File: config.mk
export PLATFORM = sky130hd
export DESIGN_NAME = modular_exponentiation_unit
export DESIGN_NICKNAME = d
export VERILOG_FILES = /design/src/sv/mexp_pkg.sv /design/src/sv/mexp_dp.sv /design/src/sv/mexp_ctrl.sv /design/src/sv/modular_exponentiation_unit.sv
export SDC_FILE = /design/constraint.sdc
export NUM_CORES = 1
export LEC_CHECK = 0
export BUFFER_PORTS_ARGS = -buffer_cell sky130_fd_sc_hd__buf_2
export CORE_MARGIN = 2
export CORE_UTILIZATION = 60
export CTS_CLUSTER_SIZE = 28
export DETAILED_ROUTE_END_ITERATION = 10
export HOLD_SLACK_MARGIN = 0.1
export PLACE_DENSITY = 0.77
export SLEW_MARGIN = 25
export SYNTH_ARGS = -nofsm -noshare
export SYNTH_HDL_FRONTEND = slang
export SYNTH_HIERARCHICAL = 1
export SYNTH_SLANG_ARGS = --single-unit
export TNS_END_PERCENT = 50
File: constraint.sdc
create_clock -name i_clk -period 12.03 [get_ports i_clk]
set_input_delay 1.8045 -clock i_clk [delete_from_list [all_inputs] [get_ports i_clk]]
set_output_delay 1.8045 -clock i_clk [all_outputs]
set_load 0.005 [all_outputs]
File: src/sv/mexp_pkg.sv
`timescale 1ns / 1ps
// ----------------------------------------------------------------------------
// mexp_pkg
// Shared constants, types and helpers of the modular exponentiation unit.
// ----------------------------------------------------------------------------
package mexp_pkg;

    localparam int WORD_BITS = 32;
    localparam int CNT_BITS  = $clog2(WORD_BITS);
    localparam int ADDR_BITS = 3;
    localparam int REG_SEL   = 2;

    localparam logic REG_EXPONENT = 1'b0;
    localparam logic REG_MODULUS  = 1'b1;

    localparam logic [WORD_BITS-1:0] EXPONENT_RESET = WORD_BITS'(1);
    localparam logic [WORD_BITS-1:0] MODULUS_RESET  = WORD_BITS'(2);

    typedef enum logic [3:0] {
        S_IDLE,
        S_RED,
        S_RED_END,
        S_CHECK,
        S_SQR,
        S_BIT,
        S_MUL,
        S_NEXT,
        S_DONE
    } t_state;

    typedef enum logic [3:0] {
        OP_NONE,
        OP_LOAD,
        OP_RED,
        OP_SETUP,
        OP_SQ_LOAD,
        OP_ML_LOAD,
        OP_MSTEP,
        OP_EDEC,
        OP_RES_ZERO,
        OP_RES_RED,
        OP_RES_ACC
    } t_dp_op;

    typedef struct packed {
        logic cnt_zero;
        logic eidx_zero;
        logic ebit;
        logic mod_zero;
        logic exp_small;
    } t_dp_status;

    function automatic logic [WORD_BITS-1:0] add_mod(
        input logic [WORD_BITS-1:0] x,
        input logic [WORD_BITS-1:0] y,
        input logic [WORD_BITS-1:0] m
    );
        logic [WORD_BITS:0] sum;
        logic [WORD_BITS:0] diff;
        sum  = {1'b0, x} + {1'b0, y};
        diff = sum - {1'b0, m};
        if (sum >= {1'b0, m}) begin
            add_mod = diff[WORD_BITS-1:0];
        end else begin
            add_mod = sum[WORD_BITS-1:0];
        end
    endfunction

endpackage

File: src/sv/mexp_dp.sv
`timescale 1ns / 1ps
// ----------------------------------------------------------------------------
// mexp_dp
// Datapath: input reduction, shift-and-add modular multiplier, operand and
// accumulator registers, exponent bit index.
// ----------------------------------------------------------------------------
module mexp_dp (
    input  logic                            i_clk,
    input  mexp_pkg::t_dp_op                i_op,
    input  logic [mexp_pkg::WORD_BITS-1:0]  i_value,
    input  logic [mexp_pkg::WORD_BITS-1:0]  i_exponent,
    input  logic [mexp_pkg::WORD_BITS-1:0]  i_modulus,
    output mexp_pkg::t_dp_status            o_sts,
    output logic [mexp_pkg::WORD_BITS-1:0]  o_result
);
    import mexp_pkg::*;

    logic [WORD_BITS-1:0] r_v;
    logic [WORD_BITS-1:0] r_r;
    logic [WORD_BITS-1:0] r_a;
    logic [WORD_BITS-1:0] r_b;
    logic [WORD_BITS-1:0] r_base;
    logic [WORD_BITS-1:0] r_acc;
    logic [WORD_BITS-1:0] r_res;
    logic [CNT_BITS-1:0]  r_cnt;
    logic [CNT_BITS-1:0]  r_eidx;

    logic [WORD_BITS:0]   red_sum;
    logic [WORD_BITS:0]   red_diff;
    logic [WORD_BITS-1:0] red_next;
    logic [WORD_BITS-1:0] dbl;
    logic [WORD_BITS-1:0] mul_next;

    always_comb begin
        red_sum  = {r_r, r_v[r_cnt]};
        red_diff = red_sum - {1'b0, i_modulus};
        red_next = (red_sum >= {1'b0, i_modulus}) ? red_diff[WORD_BITS-1:0]
                                                   : red_sum[WORD_BITS-1:0];
        dbl      = add_mod(r_r, r_r, i_modulus);
        mul_next = r_b[r_cnt] ? add_mod(dbl, r_a, i_modulus) : dbl;
    end

    always_ff @(posedge i_clk) begin
        case (i_op)
            OP_LOAD: begin
                r_v   <= i_value;
                r_r   <= '0;
                r_cnt <= CNT_BITS'(WORD_BITS - 1);
            end
            OP_RED: begin
                r_r   <= red_next;
                r_cnt <= r_cnt - 1'b1;
            end
            OP_SETUP: begin
                r_base <= r_r;
                r_acc  <= (i_modulus == WORD_BITS'(1)) ? '0 : WORD_BITS'(1);
                r_eidx <= CNT_BITS'(WORD_BITS - 1);
            end
            OP_SQ_LOAD: begin
                r_a   <= r_acc;
                r_b   <= r_acc;
                r_r   <= '0;
                r_cnt <= CNT_BITS'(WORD_BITS - 1);
            end
            OP_ML_LOAD: begin
                r_a   <= r_acc;
                r_b   <= r_base;
                r_r   <= '0;
                r_cnt <= CNT_BITS'(WORD_BITS - 1);
            end
            OP_MSTEP: begin
                r_r   <= mul_next;
                r_cnt <= r_cnt - 1'b1;
                if (r_cnt == '0) begin
                    r_acc <= mul_next;
                end
            end
            OP_EDEC:     r_eidx <= r_eidx - 1'b1;
            OP_RES_ZERO: r_res  <= '0;
            OP_RES_RED:  r_res  <= r_r;
            OP_RES_ACC:  r_res  <= r_acc;
            default: begin
            end
        endcase
    end

    always_comb begin
        o_sts.cnt_zero  = (r_cnt == '0);
        o_sts.eidx_zero = (r_eidx == '0);
        o_sts.ebit      = i_exponent[r_eidx];
        o_sts.mod_zero  = (i_modulus == '0);
        o_sts.exp_small = (i_exponent[WORD_BITS-1:1] == '0);
    end

    assign o_result = r_res;

endmodule

File: src/sv/mexp_ctrl.sv
`timescale 1ns / 1ps
// ----------------------------------------------------------------------------
// mexp_ctrl
// Controller: sequences reduction, square-and-multiply and result hand-off.
// ----------------------------------------------------------------------------
module mexp_ctrl (
    input  logic                  i_clk,
    input  logic                  i_rst_n,
    input  logic                  i_in_valid,
    output logic                  o_in_stall,
    input  logic                  i_out_free,
    output logic                  o_res_load,
    input  mexp_pkg::t_dp_status  i_sts,
    output mexp_pkg::t_dp_op      o_op
);
    import mexp_pkg::*;

    t_state r_state;
    t_state n_state;
    logic   r_started;
    logic   n_started;

    always_ff @(posedge i_clk) begin
        if (!i_rst_n) begin
            r_state   <= S_IDLE;
            r_started <= 1'b0;
        end else begin
            r_state   <= n_state;
            r_started <= n_started;
        end
    end

    always_comb begin
        n_state    = r_state;
        n_started  = r_started;
        o_op       = OP_NONE;
        o_in_stall = 1'b1;
        o_res_load = 1'b0;
        case (r_state)
            S_IDLE: begin
                o_in_stall = 1'b0;
                if (i_in_valid) begin
                    o_op    = OP_LOAD;
                    n_state = S_RED;
                end
            end
            S_RED: begin
                o_op = OP_RED;
                if (i_sts.cnt_zero) begin
                    n_state = S_RED_END;
                end
            end
            S_RED_END: begin
                n_state = S_DONE;
                if (i_sts.mod_zero) begin
                    o_op = OP_RES_ZERO;
                end else if (i_sts.exp_small) begin
                    o_op = OP_RES_RED;
                end else begin
                    o_op      = OP_SETUP;
                    n_started = 1'b0;
                    n_state   = S_CHECK;
                end
            end
            S_CHECK: begin
                if (r_started) begin
                    o_op    = OP_SQ_LOAD;
                    n_state = S_SQR;
                end else begin
                    n_state = S_BIT;
                end
            end
            S_SQR: begin
                o_op = OP_MSTEP;
                if (i_sts.cnt_zero) begin
                    n_state = S_BIT;
                end
            end
            S_BIT: begin
                if (i_sts.ebit) begin
                    o_op      = OP_ML_LOAD;
                    n_started = 1'b1;
                    n_state   = S_MUL;
                end else begin
                    n_state = S_NEXT;
                end
            end
            S_MUL: begin
                o_op = OP_MSTEP;
                if (i_sts.cnt_zero) begin
                    n_state = S_NEXT;
                end
            end
            S_NEXT: begin
                if (i_sts.eidx_zero) begin
                    o_op    = OP_RES_ACC;
                    n_state = S_DONE;
                end else begin
                    o_op    = OP_EDEC;
                    n_state = S_CHECK;
                end
            end
            S_DONE: begin
                if (i_out_free) begin
                    o_res_load = 1'b1;
                    n_state    = S_IDLE;
                end
            end
            default: begin
                n_state = S_IDLE;
            end
        endcase
    end

    a_sqr_after_start: assert property (@(posedge i_clk) disable iff (!i_rst_n)
        r_state == S_SQR |-> r_started)
        else $error("squaring before the first set exponent bit");

    a_done_holds: assert property (@(posedge i_clk) disable iff (!i_rst_n)
        r_state == S_DONE && !i_out_free |=> r_state == S_DONE)
        else $error("result dropped while output busy");

    a_red_end_entry: assert property (@(posedge i_clk) disable iff (!i_rst_n)
        r_state == S_RED_END |-> $past(r_state) == S_RED)
        else $error("reduction end reached out of sequence");

    a_mul_runs: assert property (@(posedge i_clk) disable iff (!i_rst_n)
        r_state == S_MUL && !i_sts.cnt_zero |=> r_state == S_MUL)
        else $error("multiply left before its last step");

endmodule

File: src/sv/modular_exponentiation_unit.sv
`timescale 1ns / 1ps
// ----------------------------------------------------------------------------
// modular_exponentiation_unit
// Raises each input item to the configured exponent modulo the configured
// modulus (RSA encryption or decryption of one word per item).
// ----------------------------------------------------------------------------
//  channel  | handshake                       | payload
//  ---------+---------------------------------+----------------------------
//  input    | i_in_valid  / o_in_stall        | i_value_in  [31:0]
//  output   | o_out_valid / i_out_stall       | o_value_out [31:0]
//  config   | psel penable pwrite pready      | paddr pwdata prdata
//
//  Per item: input reduction, then for each of the 32 exponent bit positions,
//  a square once a set bit is seen and a multiply for each set bit, both on
//  the 32-step shift-and-add modular multiplier.
//  Exponent 0 or 1, or modulus 0: input reduction only.
//  Reset is synchronous, active low; exponent resets to 1, modulus to 2.
//  A stalled result sits in the output register; the next item is taken.
// ----------------------------------------------------------------------------
module modular_exponentiation_unit (
    input  logic                                i_clk,
    input  logic                                i_rst_n,
    input  logic                                i_in_valid,
    output logic                                o_in_stall,
    input  logic [mexp_pkg::WORD_BITS-1:0]      i_value_in,
    output logic                                o_out_valid,
    input  logic                                i_out_stall,
    output logic [mexp_pkg::WORD_BITS-1:0]      o_value_out,
    input  logic                                psel,
    input  logic                                penable,
    input  logic                                pwrite,
    input  logic [mexp_pkg::ADDR_BITS-1:0]      paddr,
    input  logic [mexp_pkg::WORD_BITS-1:0]      pwdata,
    output logic [mexp_pkg::WORD_BITS-1:0]      prdata,
    output logic                                pready
);
    import mexp_pkg::*;

    logic [WORD_BITS-1:0] r_exponent;
    logic [WORD_BITS-1:0] r_modulus;
    logic                 r_out_valid;
    logic [WORD_BITS-1:0] r_out;

    logic                 cfg_write;
    logic                 out_free;
    logic                 res_load;
    t_dp_op               op;
    t_dp_status           sts;
    logic [WORD_BITS-1:0] result;

    assign pready    = 1'b1;
    assign cfg_write = psel && penable && pwrite && pready;

    always_ff @(posedge i_clk) begin
        if (!i_rst_n) begin
            r_exponent <= EXPONENT_RESET;
            r_modulus  <= MODULUS_RESET;
        end else if (cfg_write) begin
            case (paddr[REG_SEL])
                REG_EXPONENT: r_exponent <= pwdata;
                REG_MODULUS:  r_modulus  <= pwdata;
                default: begin
                end
            endcase
        end
    end

    always_comb begin
        case (paddr[REG_SEL])
            REG_EXPONENT: prdata = r_exponent;
            REG_MODULUS:  prdata = r_modulus;
            default:      prdata = '0;
        endcase
    end

    assign out_free = !r_out_valid || !i_out_stall;

    always_ff @(posedge i_clk) begin
        if (!i_rst_n) begin
            r_out_valid <= 1'b0;
        end else if (res_load) begin
            r_out_valid <= 1'b1;
        end else if (!i_out_stall) begin
            r_out_valid <= 1'b0;
        end
    end

    always_ff @(posedge i_clk) begin
        if (res_load) begin
            r_out <= result;
        end
    end

    assign o_out_valid = r_out_valid;
    assign o_value_out = r_out;

    mexp_ctrl u_ctrl (
        .i_clk      (i_clk),
        .i_rst_n    (i_rst_n),
        .i_in_valid (i_in_valid),
        .o_in_stall (o_in_stall),
        .i_out_free (out_free),
        .o_res_load (res_load),
        .i_sts      (sts),
        .o_op       (op)
    );

    mexp_dp u_dp (
        .i_clk      (i_clk),
        .i_op       (op),
        .i_value    (i_value_in),
        .i_exponent (r_exponent),
        .i_modulus  (r_modulus),
        .o_sts      (sts),
        .o_result   (result)
    );

endmodule
======== Yosys cells after proc, flatten, opt, wreduce, memory -nomap -nowiden ========
Cells that the tools add are included.
operators by class
  $add $sub $neg .......................... 7
  multiply operators ...................... 0
  divide/modulo/power cells ............... 0
  magnitude comparators ................... 5
  equal/unequal tests ..................... 29
  shifts and indexed selects .............. 0
  multiplexer cells ....................... 46
  bitwise operators ....................... 1
  reductions and logical operators ........ 26
operators with widths
  operator                                                                      number
  32-bit one-hot mux with 2 select lines                                        3
  32-bit one-hot mux with 3 select lines                                        2
  32-bit two-way mux                                                            5
  33-bit by 32-bit greater-or-equal comparator with 1-bit output                3
  32-bit subtractor                                                             3
  32-bit by 32-bit adder with 33-bit output                                     2
  4-bit two-way mux                                                             11
  4-bit one-hot mux with 9 select lines                                         1
  32-bit by 1-bit equality test with 1-bit output, second input constant        1
  4-bit by 3-bit equality test with 1-bit output, second input constant         8
  32-bit zero test                                                              1
  31-bit zero test                                                              1
  4-bit one-hot mux with 7 select lines                                         1
  5-bit one-hot mux with 2 select lines                                         2
  2-bit inequality test, second input constant                                  9
  4-bit by 2-bit equality test with 1-bit output, second input constant         4
  4-bit equality test, second input constant                                    4
  1-bit binary-select mux with 5-bit select                                     3
  1-bit two-way mux                                                             15
  5-bit by 6-bit less-than comparator with 1-bit output, second input constant  2
  5-bit zero test                                                               2
  2-bit nonzero test                                                            5
  5-bit by 1-bit subtractor with 5-bit output, second input constant            2
  4-bit by 1-bit equality test with 1-bit output, second input constant         2
  14 further kinds                                                              22
storage, ports and cells
  register bits ........................... 336
  latch bits .............................. 0
  RAM bits ................................ 0
  ROM bits ................................ 0
  output and inout bits ................... 67
  memories kept ........................... 0

======== Longest topological paths before layout ========
  depth in word-level cells ............... 9
  mapped depth ............................ 35
  depth with buffers taken out ............ 28

======== Cells and area by module ========
Netlist, hierarchy kept.
modules (own cells, without submodules)
  module                       times used  cells an instance  area an instance (um^2)
  mexp_dp                      1           1737               17235.3
  modular_exponentiation_unit  1           323                3856.2
  mexp_ctrl                    1           61                 435.4

======== Worst setup path after synthesis ========
No wires, ideal clock.
  kind .................................... reg2reg
  from .................................... reg u_dp.r_eidx[0]
  to ...................................... reg u_dp.r_r[0], enable pin
  arrival ................................. 6.859 ns
  data required time ...................... 11.564 ns
  path slack .............................. 4.705 ns
  stages on the path, launching flop included .. 14
  path buffers ............................ 2
  path through ............................ edfxtp_1 > clkbuf_1 > buf_1 > mux2i_1 > o311ai_0 > o22ai_1 > o31ai_1 > mux2i_1 > or4_4 > o21ai_2 > nand2b_1 > nor2_1 > nor2_1 > o21ai_0
RTL lines
  element                 RTL line       RTL
  start, declared         mexp_dp.sv:26  logic [CNT_BITS-1:0] r_eidx;
  start signal, assigned  mexp_dp.sv:57  r_eidx <= CNT_BITS'(WORD_BITS - 1);
  start signal, assigned  mexp_dp.sv:78  OP_EDEC: r_eidx <= r_eidx - 1'b1;
  end signal, assigned    mexp_dp.sv:51  r_r <= red_next;
  end signal, assigned    mexp_dp.sv:72  r_r <= mul_next;
  end, declared           mexp_dp.sv:19  logic [WORD_BITS-1:0] r_r;

======== Final worst setup path ========
  from .................................... reg u_dp.r_r[18]
  to ...................................... reg u_dp.r_r[3] (data pin)
between the ends
  cells in the longest elaborated chain, start to end .. 8
  elaborated cells on any way between the ends .. 12
RTL lines
  element                                                                                                     RTL line                        RTL
  32-bit by 32-bit adder with 33-bit output                                                                   mexp_pkg.sv:60                  sum = {1'b0, x} + {1'b0, y};
  33-bit by 32-bit greater-or-equal comparator with 1-bit output / 32-bit subtractor (equally long branches)  mexp_pkg.sv:62, mexp_pkg.sv:61
  32-bit two-way mux                                                                                          mexp_pkg.sv:62                  if (sum >= {1'b0, m}) begin
  32-bit by 32-bit adder with 33-bit output                                                                   mexp_pkg.sv:60
  32-bit subtractor / 33-bit by 32-bit greater-or-equal comparator with 1-bit output (equally long branches)  mexp_pkg.sv:61, mexp_pkg.sv:62
  32-bit two-way mux                                                                                          mexp_pkg.sv:62
  32-bit two-way mux                                                                                          mexp_dp.sv:40                   mul_next = r_b[r_cnt] ? add_mod(dbl, r_a, i_modulus) : dbl;
  32-bit one-hot mux with 3 select lines *                                                                    mexp_dp.sv:44                   case (i_op)
Mark *: on every way between the ends. The rest lies on a longest branch, timed or not.
A chain may end at the register's enable or synchronous reset.

==> flow_summary.yaml <==
timing:
  finalSetupViolations: 0
  maxSlewHeadroom: 0.362
  fmax_mhz: 98.9
  drv_slew: 0
  period_needed_ps: 10110
  fin_crit_sh: 0.841
  fin_skew_ps: 29.7
  grt_setup_unrepaired: "no"
  hold_violations: 0
  tns_ps: 0
  tightest_slew_ps: 950
critical_path:
  cp-start-kind: "flip-flop"
  r2r_end: "u_dp/r_r[3]$_DFFE_PP_"
  reg2reg_slack_ps: 1920
  critPathMaxFanout: 25
  critPathKind: "reg2reg"
  critPathCaptureType: "flip-flop"
  required_ps: 12320
  reg2reg_from: "u_dp/r_r[18]$_DFFE_PP_"
  arrival_ps: 10410
  reg2reg_depth: 24
finish:
  drive_gt1_frac: 0.159
  final_nets: 2373
  mostFrequentLayoutCells: "edfxtp_1, nand2_1, a21oi_1"
  syn_to_final_growth_pct: 9.52
  final_common_cell: "edfxtp_1"
  antennaDiodeCount: 0
logic_synthesis:
  avgSynthCellArea_um2: 10.1
  yosysUniqueCellTypes: 89
  syn_nets: 2298
  synth_cells: 2121
  ys_async_sr_fraction: 0
  synth_edf_count: 266
  synth_flop_cell: "edfxtp_1"
  synth.cell_area_mm2: 0.0215
  yosys_warnings: 6
  ys_ff_latch: 336
  yosysSeqAreaShare: 0.436
route:
  vias_per_cell: 6.68
  drtPass1Iterations: 5
  routedWlPerCell_um: 25.7
  ant_nets: 0
  drt_iter0_markers: 1924
  vias: 17900
  drc: 0
  drt_wl_total_mm: 68.9
job:
  drv_cap: 0
placement:
  gp_congestion: 1.07
  dpl.hpwl_mm: 52.9
  numPortBuffers: 137
hold_path:
  hold_depth: 0
  hold_start: "u_dp/o_result[14]$_DFFE_PP_"
  min_path_type: "reg2reg"
  worstHoldEndpoint: "o_value_out[14]$_DFFE_PP_"
global_routing:
  grt_overflow: 0
  antenna_found_initial: 0
  grt_pass1_wl_mm: 105
  track_usage: 0.365
  grt_start_max_net_pins: 103
  first_global_vias: 17100
cts:
  numCtsBuffers: 35
  cts_sinks: 336
  holdBufCountCts: 0
  cts_max_path_buffers: 3
  clk_pin_slew_ps: 60
  cts_tree: "built"
  cts-resized-gates: 0
  cts.htree.levels: 2
  clock_latency_ps: 570
  root_buffer: "clkbuf_16"
  post_cts_buffers: 0
die:
  die_x_um: 193
  fp.dieH_um: 193
  initial_utilization: 0.607
  io_pins: 141
  dieArea_mm2: 0.0374
  core-area_mm2: 0.0355
  placementRows: 69
status:
  status: "completed"
==> worst max path at each step <==
stage                                  from                endpoint  slack, ps  depth (start not counted)
2_1_floorplan  u_dp/r_eidx[0]$_SDFFCE_PN1P_   u_dp/r_r[0]$_DFFE_PP_       4710                         13
3_3_place_gp         u_dp/r_r[18]$_DFFE_PP_   u_dp/r_r[3]$_DFFE_PP_       2250                         25
3_5_place_dp         u_dp/r_r[18]$_DFFE_PP_   u_dp/r_r[3]$_DFFE_PP_       2430                         25
4_1_cts              u_dp/r_r[18]$_DFFE_PP_   u_dp/r_r[3]$_DFFE_PP_       2410                         25
5_1_grt          r_modulus[11]$_SDFFE_PN0P_  u_dp/r_r[10]$_DFFE_PP_       1670                         26
6_report             u_dp/r_r[18]$_DFFE_PP_   u_dp/r_r[3]$_DFFE_PP_       1920                         24
==> critical path, cell delays in order (launching register included) <==
cell	delay (ps)
edfxtp_1	550
ha_1	600
nand2_1	140
o21ai_0	680
a211oi_1	210
o21ai_1	730
nor2_4	230
mux2i_1	250
fa_1	500
a211oi_1	440
o21ai_0	270
a41oi_1	650
o21ai_0	270
a311oi_1	870
ha_1	400
nand3_1	280
nor4_1	860
nand3_1	220
a21oi_1	200
nor3_1	80
or3b_1	270
buf_4	410
mux2_1	390
mux2i_1	210
o22ai_1	110
==> synth_stat cells, types with 42 or more instances <==
master,number,area share
xnor2_1,61,0.025
clkbuf_1,62,0.011
o21ai_0,130,0.030
nor2_1,125,0.022
mux2_2,78,0.041
nand2_1,249,0.043
mux2i_1,98,0.046
dfxtp_1,70,0.065
xor2_1,55,0.022
edfxtp_1,266,0.37
a21oi_1,161,0.037
inv_1,66,0.012
a21o_1,47,0.016
ha_1,99,0.058
buf_2,42,0.0098
==> kinds of logic (layout without fill, tap and decap cells) <==
family	after synthesis	after routing	share of synthesized area
other	1	1	0.000174
xor gates and xnor gates	116	116	0.0472
muxes	200	200	0.111
DFF	336	336	0.436
and+or+nand+nor	611	611	0.136
adders and majority gates	103	103	0.0613
buffers and inverters	190	289	0.0394
AOI/OAI and AO/OA	564	564	0.169
==> metal layers <==
metal,vias to the layer above,track usage,part of all wire
li1,8099,-,-
met1,8677,0.511,0.42
met2,998,0.572,0.45
met3,132,0.0736,0.096
met4,0,0.118,0.033
met5,-,0,0
==> layout make-up <==
type                       count  area [um2]
fill                        2742       11900
multi-input combinational   1595       11400
sequential                   336        9390
clock buffer                  45         933
timing repair buffer         161         886
tap                          461         577
inverter                      67         251
clock inverter                16         179
==> stage by stage <==
stage	hold WS (ps)	instances	setup WS [ps]	instance area, um2	utilization
2_1_floorplan	400	2121	4710	21500	-
3_3_place_gp	401	2619	2250	22400	0.632
3_5_place_dp	405	2619	2430	22400	0.632
4_1_cts	419	2680	2410	23500	0.663
5_1_grt	426	2681	1670	23600	0.664
6_report	416	2681	1920	23600	0.664
==> sequential cells by signal (all words and copies together) (netlist names) <==
register and count:
o_out_valid 1, o_value_out 32, r_exponent 32, r_modulus 32
u_ctrl/r_started 1, u_ctrl/r_state 4, u_dp/o_result 32, u_dp/r_a 32
u_dp/r_acc 32, u_dp/r_b 32, u_dp/r_base 32, u_dp/r_cnt 5
u_dp/r_eidx 5, u_dp/r_r 32, u_dp/r_v 32
Power is left out: the tool's default activity adds up to more than one toggle a clock period on the data nets, which glitch-free logic cannot reach.
